$ cat src/hw/rtl/grru_pkg.sv
package grru_pkg;

    // Fixed widths of the stream words and of the configuration register.
    localparam int DATA_W = 32;
    localparam int CFG_W  = 5;
    localparam int APB_W  = 32;
    localparam int ADDR_W = 3;

    // Default group buffer depth and the reset group size.
    localparam int             MAX_GROUP_DEF    = 16;
    localparam logic [CFG_W-1:0] GROUP_SIZE_RESET = 5'd2;

    // Register index carried in paddr[2].
    localparam logic REG_GROUP_SIZE = 1'b0;

    // Bank release from the back end to the front end.
    typedef struct packed {
        logic valid;
        logic bank;
    } t_release;

    // Width of one group command: bank, reverse flag, stream end flag, count.
    function automatic int cmd_width(input int max_group);
        return $clog2(max_group + 1) + 3;
    endfunction

endpackage

$ cat src/hw/rtl/grru_ram.sv
module grru_ram #(
    parameter int WIDTH = 32,
    parameter int DEPTH = 32
) (
    input  logic                     i_clk,
    input  logic                     i_wr_en,
    input  logic [$clog2(DEPTH)-1:0] i_wr_addr,
    input  logic [WIDTH-1:0]         i_wr_data,
    input  logic                     i_rd_en,
    input  logic [$clog2(DEPTH)-1:0] i_rd_addr,
    output logic [WIDTH-1:0]         o_rd_data
);

    logic [WIDTH-1:0] r_mem [DEPTH];
    logic [WIDTH-1:0] r_rd_data;

    always_ff @(posedge i_clk) begin
        if (i_wr_en) begin
            r_mem[i_wr_addr] <= i_wr_data;
        end
        if (i_rd_en) begin
            r_rd_data <= r_mem[i_rd_addr];
        end
    end

    assign o_rd_data = r_rd_data;

endmodule

$ cat src/hw/rtl/grru_front.sv
module grru_front import grru_pkg::*; #(
    parameter int MAX_GROUP = MAX_GROUP_DEF
) (
    input  logic                                i_clk,
    input  logic                                i_rst_n,
    input  logic [CFG_W-1:0]                    i_group_size,
    input  logic                                i_s_valid,
    output logic                                o_s_ready,
    input  logic [DATA_W-1:0]                   i_s_data,
    input  logic                                i_s_last,
    output logic                                o_wr_en,
    output logic [$clog2(MAX_GROUP):0]          o_wr_addr,
    output logic [DATA_W-1:0]                   o_wr_data,
    output logic                                o_cmd_push,
    output logic [cmd_width(MAX_GROUP)-1:0]     o_cmd,
    input  logic                                i_cmd_full,
    input  t_release                            i_release
);

    localparam int IW = $clog2(MAX_GROUP);
    localparam int CW = $clog2(MAX_GROUP + 1);
    localparam int SW = (CW > CFG_W) ? CW : CFG_W;

    typedef struct packed {
        logic          bank;
        logic          rev;
        logic          stream_end;
        logic [CW-1:0] count;
    } t_cmd;

    logic [IW-1:0] r_fill, n_fill;
    logic          r_bank, n_bank;
    logic [1:0]    r_busy, n_busy;

    logic [SW-1:0] size_ext;
    logic [SW-1:0] size_eff;
    logic [SW-1:0] count_ext;
    logic          pass_mode;
    logic          group_full;
    logic          emit;
    logic          accept;
    t_cmd          cmd;

    assign size_ext  = SW'(i_group_size);
    assign size_eff  = (size_ext > SW'(MAX_GROUP)) ? SW'(MAX_GROUP) : size_ext;
    assign count_ext = SW'(r_fill) + SW'(1);
    assign pass_mode = size_eff < SW'(2);
    assign group_full = count_ext >= size_eff;
    assign emit      = pass_mode || group_full || i_s_last;

    assign o_s_ready = !r_busy[r_bank] && !i_cmd_full;
    assign accept    = i_s_valid && o_s_ready;

    // Every word is stored; pass-through simply replays the group in order.
    assign o_wr_en   = accept;
    assign o_wr_addr = {r_bank, r_fill};
    assign o_wr_data = i_s_data;

    always_comb begin
        cmd.bank       = r_bank;
        cmd.rev        = !pass_mode && group_full;
        cmd.stream_end = i_s_last;
        cmd.count      = CW'(count_ext);
    end

    assign o_cmd      = cmd;
    assign o_cmd_push = accept && emit;

    always_comb begin
        n_fill = r_fill;
        n_bank = r_bank;
        n_busy = r_busy;
        if (i_release.valid) begin
            n_busy[i_release.bank] = 1'b0;
        end
        if (accept) begin
            if (emit) begin
                n_fill         = '0;
                n_bank         = !r_bank;
                n_busy[r_bank] = 1'b1;
            end else begin
                n_fill = r_fill + IW'(1);
            end
        end
    end

    always_ff @(posedge i_clk) begin
        if (!i_rst_n) begin
            r_fill <= '0;
            r_bank <= 1'b0;
            r_busy <= '0;
        end else begin
            r_fill <= n_fill;
            r_bank <= n_bank;
            r_busy <= n_busy;
        end
    end

endmodule

$ cat src/hw/rtl/grru_cmd_fifo.sv
module grru_cmd_fifo #(
    parameter int WIDTH = 8
) (
    input  logic             i_clk,
    input  logic             i_rst_n,
    input  logic             i_push,
    input  logic [WIDTH-1:0] i_data,
    output logic             o_full,
    input  logic             i_pop,
    output logic             o_valid,
    output logic [WIDTH-1:0] o_data
);

    logic [WIDTH-1:0] r_mem [2];
    logic             r_wp, n_wp;
    logic             r_rp, n_rp;
    logic [1:0]       r_cnt, n_cnt;
    logic             do_push;
    logic             do_pop;

    assign o_full  = (r_cnt == 2'd2);
    assign o_valid = (r_cnt != 2'd0);
    assign o_data  = r_mem[r_rp];
    assign do_push = i_push && !o_full;
    assign do_pop  = i_pop && o_valid;

    always_comb begin
        n_wp  = do_push ? !r_wp : r_wp;
        n_rp  = do_pop ? !r_rp : r_rp;
        n_cnt = r_cnt + 2'(do_push) - 2'(do_pop);
    end

    always_ff @(posedge i_clk) begin
        if (do_push) begin
            r_mem[r_wp] <= i_data;
        end
    end

    always_ff @(posedge i_clk) begin
        if (!i_rst_n) begin
            r_wp  <= 1'b0;
            r_rp  <= 1'b0;
            r_cnt <= '0;
        end else begin
            r_wp  <= n_wp;
            r_rp  <= n_rp;
            r_cnt <= n_cnt;
        end
    end

endmodule

$ cat src/hw/rtl/grru_back.sv
module grru_back import grru_pkg::*; #(
    parameter int MAX_GROUP = MAX_GROUP_DEF
) (
    input  logic                            i_clk,
    input  logic                            i_rst_n,
    input  logic                            i_cmd_valid,
    input  logic [cmd_width(MAX_GROUP)-1:0] i_cmd,
    output logic                            o_cmd_pop,
    output logic                            o_rd_en,
    output logic [$clog2(MAX_GROUP):0]      o_rd_addr,
    input  logic [DATA_W-1:0]               i_rd_data,
    output t_release                        o_release,
    output logic                            o_m_valid,
    input  logic                            i_m_ready,
    output logic [DATA_W-1:0]               o_m_data,
    output logic                            o_m_last,
    output logic                            o_m_user
);

    localparam int IW = $clog2(MAX_GROUP);
    localparam int CW = $clog2(MAX_GROUP + 1);

    typedef struct packed {
        logic          bank;
        logic          rev;
        logic          stream_end;
        logic [CW-1:0] count;
    } t_cmd;

    t_cmd          r_cmd;
    logic          r_active, n_active;
    logic [IW-1:0] r_k, n_k;

    logic          r_s1_valid, n_s1_valid;
    logic          r_s1_last;
    logic          r_s1_end;

    logic              r_out_valid;
    logic [DATA_W-1:0] r_out_data;
    logic              r_out_last;
    logic              r_out_end;

    logic          out_free;
    logic          issue;
    logic          load;
    logic [CW-1:0] count_m1;
    logic [IW-1:0] last_k;
    logic          at_last;
    logic [IW-1:0] rd_idx;

    assign out_free = !r_out_valid || i_m_ready;
    assign issue    = r_active && (!r_s1_valid || out_free);
    assign load     = !r_active && i_cmd_valid;
    assign o_cmd_pop = load;

    assign count_m1 = r_cmd.count - CW'(1);
    assign last_k   = count_m1[IW-1:0];
    assign at_last  = (r_k == last_k);
    assign rd_idx   = r_cmd.rev ? (last_k - r_k) : r_k;

    assign o_rd_en   = issue;
    assign o_rd_addr = {r_cmd.bank, rd_idx};

    // The bank is free once its final word has been read out of the RAM.
    assign o_release.valid = issue && at_last;
    assign o_release.bank  = r_cmd.bank;

    always_comb begin
        n_active = r_active;
        n_k      = r_k;
        if (load) begin
            n_active = 1'b1;
            n_k      = '0;
        end else if (issue) begin
            if (at_last) begin
                n_active = 1'b0;
            end else begin
                n_k = r_k + IW'(1);
            end
        end
        if (issue) begin
            n_s1_valid = 1'b1;
        end else if (out_free) begin
            n_s1_valid = 1'b0;
        end else begin
            n_s1_valid = r_s1_valid;
        end
    end

    always_ff @(posedge i_clk) begin
        if (load) begin
            r_cmd <= i_cmd;
        end
        if (issue) begin
            r_s1_last <= at_last;
            r_s1_end  <= at_last && r_cmd.stream_end;
        end
        if (out_free) begin
            r_out_data <= i_rd_data;
            r_out_last <= r_s1_last;
            r_out_end  <= r_s1_end;
        end
    end

    always_ff @(posedge i_clk) begin
        if (!i_rst_n) begin
            r_active    <= 1'b0;
            r_k         <= '0;
            r_s1_valid  <= 1'b0;
            r_out_valid <= 1'b0;
        end else begin
            r_active   <= n_active;
            r_k        <= n_k;
            r_s1_valid <= n_s1_valid;
            if (out_free) begin
                r_out_valid <= r_s1_valid;
            end
        end
    end

    assign o_m_valid = r_out_valid;
    assign o_m_data  = r_out_data;
    assign o_m_last  = r_out_last;
    assign o_m_user  = r_out_end;

endmodule

$ cat src/hw/rtl/group_reverse_reorder_unit.sv
// Channel        | Direction | Handshake             | Payload
// ---------------+-----------+-----------------------+-----------------------------------
// s_axis (input) | in        | tvalid / tready       | tdata = value, tlast = stream end
// m_axis (output)| out       | tvalid / tready       | tdata = value, tlast = run last,
//                |           |                       | tuser = stream end
// APB config     | in        | psel / penable        | register 0 = group size (5 bits)
//
// Each input word is written into one of two group banks in the cycle it is accepted.
// A word that closes a group, ends the stream or arrives in pass-through mode hands a
// command to the back end, which then reads the group out of the RAM at one word per
// cycle while the output is not stalled, and pauses between groups to load the next command.
// The input stalls while the bank it would write still waits to be read out or while the
// command queue is full, so one group can be collected while the previous one is delivered.
// Reset is synchronous and active low; it empties both banks and the command queue and
// sets the group size to two. The buffer itself is not cleared.
// A stalled output holds its word; the read pipeline behind it stops with it.
module group_reverse_reorder_unit import grru_pkg::*; #(
    parameter int MAX_GROUP = MAX_GROUP_DEF
) (
    input  logic              i_clk,
    input  logic              i_rst_n,
    // Input stream.
    input  logic              i_s_axis_tvalid,
    output logic              o_s_axis_tready,
    input  logic [DATA_W-1:0] i_s_axis_tdata,   // [31:0] in_value
    input  logic              i_s_axis_tlast,   // in_stream_end
    // Output stream.
    output logic              o_m_axis_tvalid,
    input  logic              i_m_axis_tready,
    output logic [DATA_W-1:0] o_m_axis_tdata,   // [31:0] out_value
    output logic              o_m_axis_tlast,   // out_run_last
    output logic              o_m_axis_tuser,   // [0] out_stream_end
    // Configuration port.
    input  logic              i_psel,
    input  logic              i_penable,
    input  logic              i_pwrite,
    input  logic [ADDR_W-1:0] i_paddr,
    input  logic [APB_W-1:0]  i_pwdata,
    output logic [APB_W-1:0]  o_prdata,
    output logic              o_pready
);

    localparam int AW    = $clog2(MAX_GROUP) + 1;
    localparam int CMD_W = cmd_width(MAX_GROUP);

    // Configuration register. Only paddr[2] selects; the low address bits are ignored.
    logic [CFG_W-1:0] r_group_size;
    logic             cfg_write;

    assign o_pready  = 1'b1;
    assign cfg_write = i_psel && i_penable && i_pwrite && o_pready
                       && (i_paddr[2] == REG_GROUP_SIZE);

    always_ff @(posedge i_clk) begin
        if (!i_rst_n) begin
            r_group_size <= GROUP_SIZE_RESET;
        end else if (cfg_write) begin
            r_group_size <= i_pwdata[CFG_W-1:0];
        end
    end

    assign o_prdata = (i_paddr[2] == REG_GROUP_SIZE) ? APB_W'(r_group_size) : '0;

    // Signals between the front end, the queue, the RAM and the back end.
    logic              wr_en;
    logic [AW-1:0]     wr_addr;
    logic [DATA_W-1:0] wr_data;
    logic              rd_en;
    logic [AW-1:0]     rd_addr;
    logic [DATA_W-1:0] rd_data;
    logic              cmd_push;
    logic [CMD_W-1:0]  cmd_in;
    logic              cmd_full;
    logic              cmd_pop;
    logic              cmd_valid;
    logic [CMD_W-1:0]  cmd_out;
    t_release          release_bank;

    grru_front #(
        .MAX_GROUP(MAX_GROUP)
    ) u_front (
        .i_clk        (i_clk),
        .i_rst_n      (i_rst_n),
        .i_group_size (r_group_size),
        .i_s_valid    (i_s_axis_tvalid),
        .o_s_ready    (o_s_axis_tready),
        .i_s_data     (i_s_axis_tdata),
        .i_s_last     (i_s_axis_tlast),
        .o_wr_en      (wr_en),
        .o_wr_addr    (wr_addr),
        .o_wr_data    (wr_data),
        .o_cmd_push   (cmd_push),
        .o_cmd        (cmd_in),
        .i_cmd_full   (cmd_full),
        .i_release    (release_bank)
    );

    grru_cmd_fifo #(
        .WIDTH(CMD_W)
    ) u_cmd_fifo (
        .i_clk   (i_clk),
        .i_rst_n (i_rst_n),
        .i_push  (cmd_push),
        .i_data  (cmd_in),
        .o_full  (cmd_full),
        .i_pop   (cmd_pop),
        .o_valid (cmd_valid),
        .o_data  (cmd_out)
    );

    // Two banks of MAX_GROUP words; the bank is the top address bit.
    grru_ram #(
        .WIDTH(DATA_W),
        .DEPTH(2 * MAX_GROUP)
    ) u_ram (
        .i_clk     (i_clk),
        .i_wr_en   (wr_en),
        .i_wr_addr (wr_addr),
        .i_wr_data (wr_data),
        .i_rd_en   (rd_en),
        .i_rd_addr (rd_addr),
        .o_rd_data (rd_data)
    );

    grru_back #(
        .MAX_GROUP(MAX_GROUP)
    ) u_back (
        .i_clk       (i_clk),
        .i_rst_n     (i_rst_n),
        .i_cmd_valid (cmd_valid),
        .i_cmd       (cmd_out),
        .o_cmd_pop   (cmd_pop),
        .o_rd_en     (rd_en),
        .o_rd_addr   (rd_addr),
        .i_rd_data   (rd_data),
        .o_release   (release_bank),
        .o_m_valid   (o_m_axis_tvalid),
        .i_m_ready   (i_m_axis_tready),
        .o_m_data    (o_m_axis_tdata),
        .o_m_last    (o_m_axis_tlast),
        .o_m_user    (o_m_axis_tuser)
    );

endmodule

$ cat config.mk
export PLATFORM = sky130hd
export DESIGN_NAME = group_reverse_reorder_unit
export DESIGN_NICKNAME = d
export VERILOG_FILES = /design/src/hw/rtl/grru_pkg.sv /design/src/hw/rtl/grru_ram.sv /design/src/hw/rtl/grru_front.sv /design/src/hw/rtl/grru_cmd_fifo.sv /design/src/hw/rtl/grru_back.sv /design/src/hw/rtl/group_reverse_reorder_unit.sv
export SDC_FILE = /design/constraint.sdc
export NUM_CORES = 1
export LEC_CHECK = 0
export BUFFER_PORTS_ARGS = -buffer_cell sky130_fd_sc_hd__buf_2
export CORE_MARGIN = 5
export CORE_UTILIZATION = 50
export DETAILED_ROUTE_END_ITERATION = 7
export GPL_TIMING_DRIVEN = 0
export MAX_ROUTING_LAYER = met4
export PLACE_DENSITY_LB_ADDON = 0.1
export SYNTH_ARGS = -nofsm -noshare
export SYNTH_HDL_FRONTEND = slang
export SYNTH_SLANG_ARGS = --single-unit
$ cat constraint.sdc
create_clock -name i_clk -period 3.8 [get_ports i_clk]
set_input_delay 0.19 -clock i_clk [delete_from_list [all_inputs] [get_ports i_clk]]
set_output_delay 0.19 -clock i_clk [all_outputs]
set_load 0.05 [all_outputs]
# ---- Word level (Yosys, flattened, before mapping)
# Memory sizes are Yosys's and may differ from the RTL's. A register that Yosys moved wholly into a read port is not among the register bits.
# Cells that the tools add are included.
dict set report totals {
  ff_bits 59
  ramBits 1040
  in_bits 75
  output_inout_bits 69
  wordCells 98
  memories 2
}
dict set report op_classes {
  add_sub_neg 7
  order_cmp 7
  eq_ne 2
  muxes 22
  n_bitwise 6
  n_reduce_logical 36
}
# memory words word_bits read_ports rd_clocked_by_memory_dff wr line_no
set memory_table {}
lappend memory_table {u_ram.r_mem 32 32 1 1 1 grru_ram.sv:14} ;# logic [WIDTH-1:0] r_mem [DEPTH];
lappend memory_table {u_cmd_fifo.r_mem 2 8 1 1 1 grru_cmd_fifo.sv:14} ;# logic [WIDTH-1:0] r_mem [2];
# operator count
set op_table {}
lappend op_table {{$logic_and 1x1->1} 15}
lappend op_table {{$mux 1} 13}
lappend op_table {{$mux 5} 2}
lappend op_table {{$logic_not 1->1} 9}
lappend op_table {{$add 4x1->4 const B} 2}
lappend op_table {{$mux 4} 2}
lappend op_table {{$reduce_bool 2->1} 4}
lappend op_table {{$mux 2} 3}
lappend op_table {{$reduce_and 2->1} 3}
lappend op_table {{$add 4x1->5 const B} 1}
lappend op_table {{$ge 5x5->1} 1}
lappend op_table {{$gt 5x5->1 const B} 1}
lappend op_table {{$lt 5x2->1 const B} 1}
lappend op_table {{$eq 4x4->1} 1}
lappend op_table {{$logic_or 1x1->1} 4}
lappend op_table {{$lt 1x2->1 const B} 2}
lappend op_table {{$sub 4x1->4 const B} 1}
lappend op_table {{$sub 4x4->4} 1}
lappend op_table {{$not 1->1} 3}
lappend op_table {{$add 2x1->2} 1}
lappend op_table {{$and 2x2->2} 1}
lappend op_table {{$demux 1 s1} 2}
lappend op_table {{$eq 2x2->1 const B} 1}
lappend op_table {{$ge 1x1->1 const B} 2}
lappend op_table {{other kinds (4)} 4}

# ---- Longest topological paths before layout
dict set report depth {
  ltp_word 10
  mapped_depth 13
  mapped_depth_nobuf 12
}

# ---- Modules after synthesis
# From an unflattened synthesis, not the netlist that was laid out.
dict set report unflattened {
  hier_cells 2586
  hier_area_um2 44785.5
}
# module n_inst cells_per_inst area_per_inst_um2 seq_area_each_um2
set by_module_without_submodules {}
lappend by_module_without_submodules {grru_ram 1 2260 40805.4 31710.4}
lappend by_module_without_submodules {grru_back 1 116 1876.8 1431.4}
lappend by_module_without_submodules {grru_front 1 101 813.3 140.1}
lappend by_module_without_submodules {grru_cmd_fifo 1 51 810.8 580.6}
lappend by_module_without_submodules {group_reverse_reorder_unit 1 58 479.2 100.1}

# ---- Worst setup path before layout
# Ideal clock, no wire load.
dict set report synth_timing {
  path_kind {flip-flop to flip-flop}
  startpoint {register u_back.r_out_valid, in the netlist u_back.o_m_valid}
  endpoint {register u_back.r_k[3]}
  setup_ns 0.116
  t_arrival_ns 4.219
  t_required_ns 3.684
  setup_slack_ns -0.534
  stages_incl_launch_ff 7
  n_path_buf 0
  period_less_slack_ns 4.334
  cell_sequence {dfxtp_1 nor2b_1 a21boi_0 a21boi_0 nand4_1 xor2_1 nor2_1}
}
dict set report synth_between {
  elab_chain_cells 5
}
# element line_no
set synth_lines {}
lappend synth_lines {{start: declaration} grru_back.sv:38} ;# logic r_out_valid;
lappend synth_lines {{start signal: assignment} grru_back.sv:116} ;# r_out_valid <= r_s1_valid;
lappend synth_lines {{$logic_not 1->1} grru_back.sv:51} ;# assign out_free = !r_out_valid || i_m_ready;
lappend synth_lines {{$logic_or 1x1->1} grru_back.sv:51}
lappend synth_lines {{$logic_or 1x1->1} grru_back.sv:52} ;# assign issue = r_active && (!r_s1_valid || out_free);
lappend synth_lines {{$logic_and 1x1->1} grru_back.sv:52}
lappend synth_lines {{via rd_en} group_reverse_reorder_unit.sv:68} ;# logic rd_en;
lappend synth_lines {{$reduce_and 2->1 (no line)} n/a}
lappend synth_lines {{end signal: assignment} grru_back.sv:113} ;# r_k <= n_k;
lappend synth_lines {{end: declaration} grru_back.sv:32} ;# logic [IW-1:0] r_k, n_k;
# The timed path passes the listed nets, and every way through them passes these cells.
# A chain may end at the register's enable or synchronous reset.

# ---- Worst setup path in the final report
dict set report layout_timing {
  startpoint {register u_back.r_cmd[0] (netlist name)}
  endpoint {register u_ram.r_rd_data[16], in the netlist u_ram.o_rd_data[16] (read register of u_ram.r_mem) (data pin)}
}
dict set report layout_between {
  elab_chain_cells 3
}
# element line_no
set layout_lines {}
lappend layout_lines {{$sub 4x1->4} grru_back.sv:56} ;# assign count_m1 = r_cmd.count - CW'(1);
lappend layout_lines {{$sub 4x4->4} grru_back.sv:59} ;# assign rd_idx = r_cmd.rev ? (last_k - r_k) : r_k;
lappend layout_lines {{$mux 4} grru_back.sv:59}
lappend layout_lines {{end: declaration} grru_ram.sv:15} ;# logic [WIDTH-1:0] r_rd_data;
# Every way passes these cells.

==> run_results.csv <==
group,metric,value,unit
synth,synth_area,48900,µm²
power,p_sw_frac,0.413,
run_status,outcome,"complete, no violations",
layout,final_cell_area,56800,µm²
worst_setup_path,cp_cell_sequence,"inv_1 -> ha_1 -> fa_1 -> buf_4 -> clkinvlp_4 -> clkbuf_2 -> o211ai_1 -> a2bb2oi_1 -> o211ai_1 -> o311a_1 -> nor4_1",
synth,synthCells,3349,
floorplan,fp-row-count,114,
detailed_routing,ant_nets,0,
power,power_density,866,nW/µm²
synth,syn_avg_cell_area,14.6,µm²
worst_setup_path,required,4240,ps
timing,finalCritPeriodShare,0.985,
detailed_routing,vias,32800,
flow_run,cap_violations,0,
floorplan,dieArea,104000,µm²
worst_setup_path,critPathKind,"register to register",
detailed_routing,vias_per_cell,6.57,
synth,yosys_warnings,0,
min_path,hold_class,"primary input to register",
power,power.total,0.0491,W
synth,synth_edf_count,1113,
grt,antenna_found_initial,6,
clocking,clockBufferDepth,3,
floorplan,fp.dieH,323,µm
floorplan,die_width,323,µm
power,max-vdd-ir-drop,0.617,mV
layout,ff_latch_area,33900,µm²
layout,nNetsFinal,3714,
detailed_routing,drtIter0Drc,4214,
placement,portBuffers,86,
timing,period_minus_slack,3740,ps
synth,synthArstFlopShare,0,
layout,final_core_util,0.585,
worst_setup_path,cp_common_cell,"o211ai_1",
power,p_switching,0.0203,W
grt,grt_max_degree,33,
synth,ys_types,66,
clocking,cts.sinks,1136,
worst_setup_path,crit_buf_inv,4,
power,p_leak,18.0,nW
power,pwr-share-comb,0.458,
worst_setup_path,cp_data_arrival_time,4180,ps
clocking,insertion_delay,710,ps
grt,track_usage,0.305,
timing,drv_slew,0,
layout,syn_to_final_growth,16.0,%
synth,ys_top_cells_by_count,"edfxtp_1 (1113), nor2_1 (367), o211ai_1 (248), clkbuf_1 (165)",
clocking,htree_levels,3,
timing,fmax,0.267,GHz
synth,yosys-top-cells-area,"edfxtp_1 (68%), mux4_2 (4.4%), o211ai_1 (3.8%)",
layout,layoutNonFillerInstCount,4996,
floorplan,core,97000,µm²
worst_setup_path,crit_fanout,10,
synth,ys.flop_type,"edfxtp_1",
timing,tightest_slew,1090,ps
clocking,root_buffer,"clkbuf_16",
placement,dpl-instance-area,52000,µm²
worst_setup_path,critPathLaunchType,"register",
synth,synth.yosys.seq_area_share,0.692,
layout,drive_gt1_frac,0.192,
placement,gp_congestion,0.901,
clocking,clk_pin_slew,60,ps
synth,yosysTopAreaCell,"edfxtp_1",
worst_setup_path,slowest_stage,"o211ai_1",
synth,yosysTopAreaCellShare,0.683,
clocking,cts_tree,"built",
timing,setup_viol,0,
power,pwr-share-clk,0.237,
detailed_routing,post_drt_wl_per_cell,31.3,µm
grt,grt_pass1_vias,32000,
layout,multi_input_area,14600,µm²
detailed_routing,drt_pass1_iterations,6,
detailed_routing,wl,156,mm
timing,slew_headroom,0.276,
synth,yosysMostFrequentCell,"edfxtp_1",
timing,finClkSkew,31.0,ps
placement,post-place-cells,4768,
detailed_routing,drc,0,
power,p_int,0.0289,W
floorplan,start_util,0.505,
timing,hold_viol_final,0,
grt,overflow,0,
timing,tns,0,ps
grt,grt_pass1_wl,223,mm
floorplan,ios,144,
worst_setup_path,critPathMaxStageDelay,560,ps
synth,synth_seq_cells,1136,
worst_setup_path,cp-end-kind,"register",
clocking,cts_made_buffers,117,
worst_setup_path,critPathTopFamily,"compound AO/OA/AOI/OAI gates",
layout,fill_cells,7497,
placement,dpl.hpwl,106,mm
power,pwr-share-seq,0.305,
-- placed cells by master (no fill, tap or decap), drive strengths merged, types with 30 or more instances in the layout --
cell	Yosys	layout
edfxtp	1113	1113
nor2	368	368
clkbuf	165	306
buf	139	253
o211ai	248	248
o21ai	143	143
nor2b	140	140
o22ai	132	132
mux4	96	96
a21oi	74	74
nand3	68	68
and2	63	63
a22oi	62	62
a211oi	62	62
o31a	61	61
clkinv	1	58
o31ai	32	32
nor4	32	32
nand4b	31	31
o221ai	30	30
nor3b	30	30
a2bb2oi	30	30
o221a	30	30
o311a	30	30
-- final timing paths --
| path | start | endpoint | slack, ps | depth (start not counted) |
|---|---|---|---|---|
| setup reg to reg | u_back.r_cmd[0] | u_ram.o_rd_data[16] | 60 | 11 |
| setup / recovery | u_back.r_cmd[0] | u_ram.o_rd_data[16] | 60 | 11 |
| hold reg to reg | u_back.r_s1_last | u_back.o_m_last | 420 | 0 |
| hold / removal | i_s_axis_tdata[29] | u_ram.r_mem[0][29] | 70 | 1 |
-- worst reg2reg max path: cells and delay by family, from the launching register on --
| family | cells | cell delay (ps) |
|---|---|---|
| AOI/OAI and AO/OA | 4 | 1330 |
| buffers and inverters | 4 | 820 |
| adders and majority gates | 2 | 810 |
| DFF | 1 | 400 |
| and+or+nand+nor | 1 | 130 |
-- metal layers --
metal	part of all wire	routed length, µm	track usage
met3	0.10	16000	0.0564
met5	0	0	-
met2	0.45	71000	0.461
met1	0.39	61600	0.413
met4	0.049	7610	0.125
-- sequential cells by signal, indices dropped and copies added, names as in the netlist, 4 cells and up --
name and cells:
u_back.r_cmd 6, u_back.o_m_data 32, u_back.r_k 4, r_group_size 5
u_front.r_fill 4, u_cmd_fifo.r_mem 14, u_ram.o_rd_data 32, u_ram.r_mem 1024
-- kinds of logic (layout without fill, tap and decap cells) --
| group | count (synthesis) | after routing | share of synthesized area |
|---|---|---|---|
| other | 2 | 29 | 0.000153 |
| buffers and inverters | 326 | 670 | 0.0319 |
| multiplexers | 111 | 111 | 0.0475 |
| XOR/XNOR | 15 | 15 | 0.00268 |
| AND/OR/NAND/NOR | 783 | 783 | 0.0810 |
| adder cells (fa/ha/maj) | 17 | 17 | 0.00450 |
| flip-flops | 1136 | 1136 | 0.692 |
| AO/OA/AOI/OAI | 959 | 959 | 0.140 |
-- layout make-up --
class | instances | area share
Buffer | 303 | 0.0279
Sequential cell | 1136 | 0.597
Antenna cell | 1 | 0.0000441
Multi-Input combinational cell | 1913 | 0.256
Tap cell | 1276 | 0.0281
Clock inverter | 79 | 0.0147
Clock buffer | 137 | 0.0532
Timing Repair Buffer | 129 | 0.0212
Inverter | 22 | 0.00159
-- timing repair --
item,CTS,global route
pin swaps,2,3
hold buffers,9,0
setup endpoints to repair,32,31
buffers inserted,1,2
endpoints found under the hold margin,30,0
resized for setup,144,63
-- power groups by stage --
stage	clock (W)	combinational [W]	sequential, W
detailed placement	0	0.0206	0.0152
finish	0.0116	0.0225	0.0150
floorplan	0	0.0122	0.0158
global placement	0	0.0202	0.0152
global route	0.0123	0.0236	0.0150
CTS	0.0117	0.0217	0.0150
-- stage by stage --
stage	setup slack (ps)	hold slack (ps)
4_1_cts	1.40	24.7
6_report	57.2	68.8
5_1_grt	-6.34	70.9
3_3_place_gp	-1450	395
3_5_place_dp	-1110	392
2_1_floorplan	-291	252
Power figures use the tool's default switching activity.
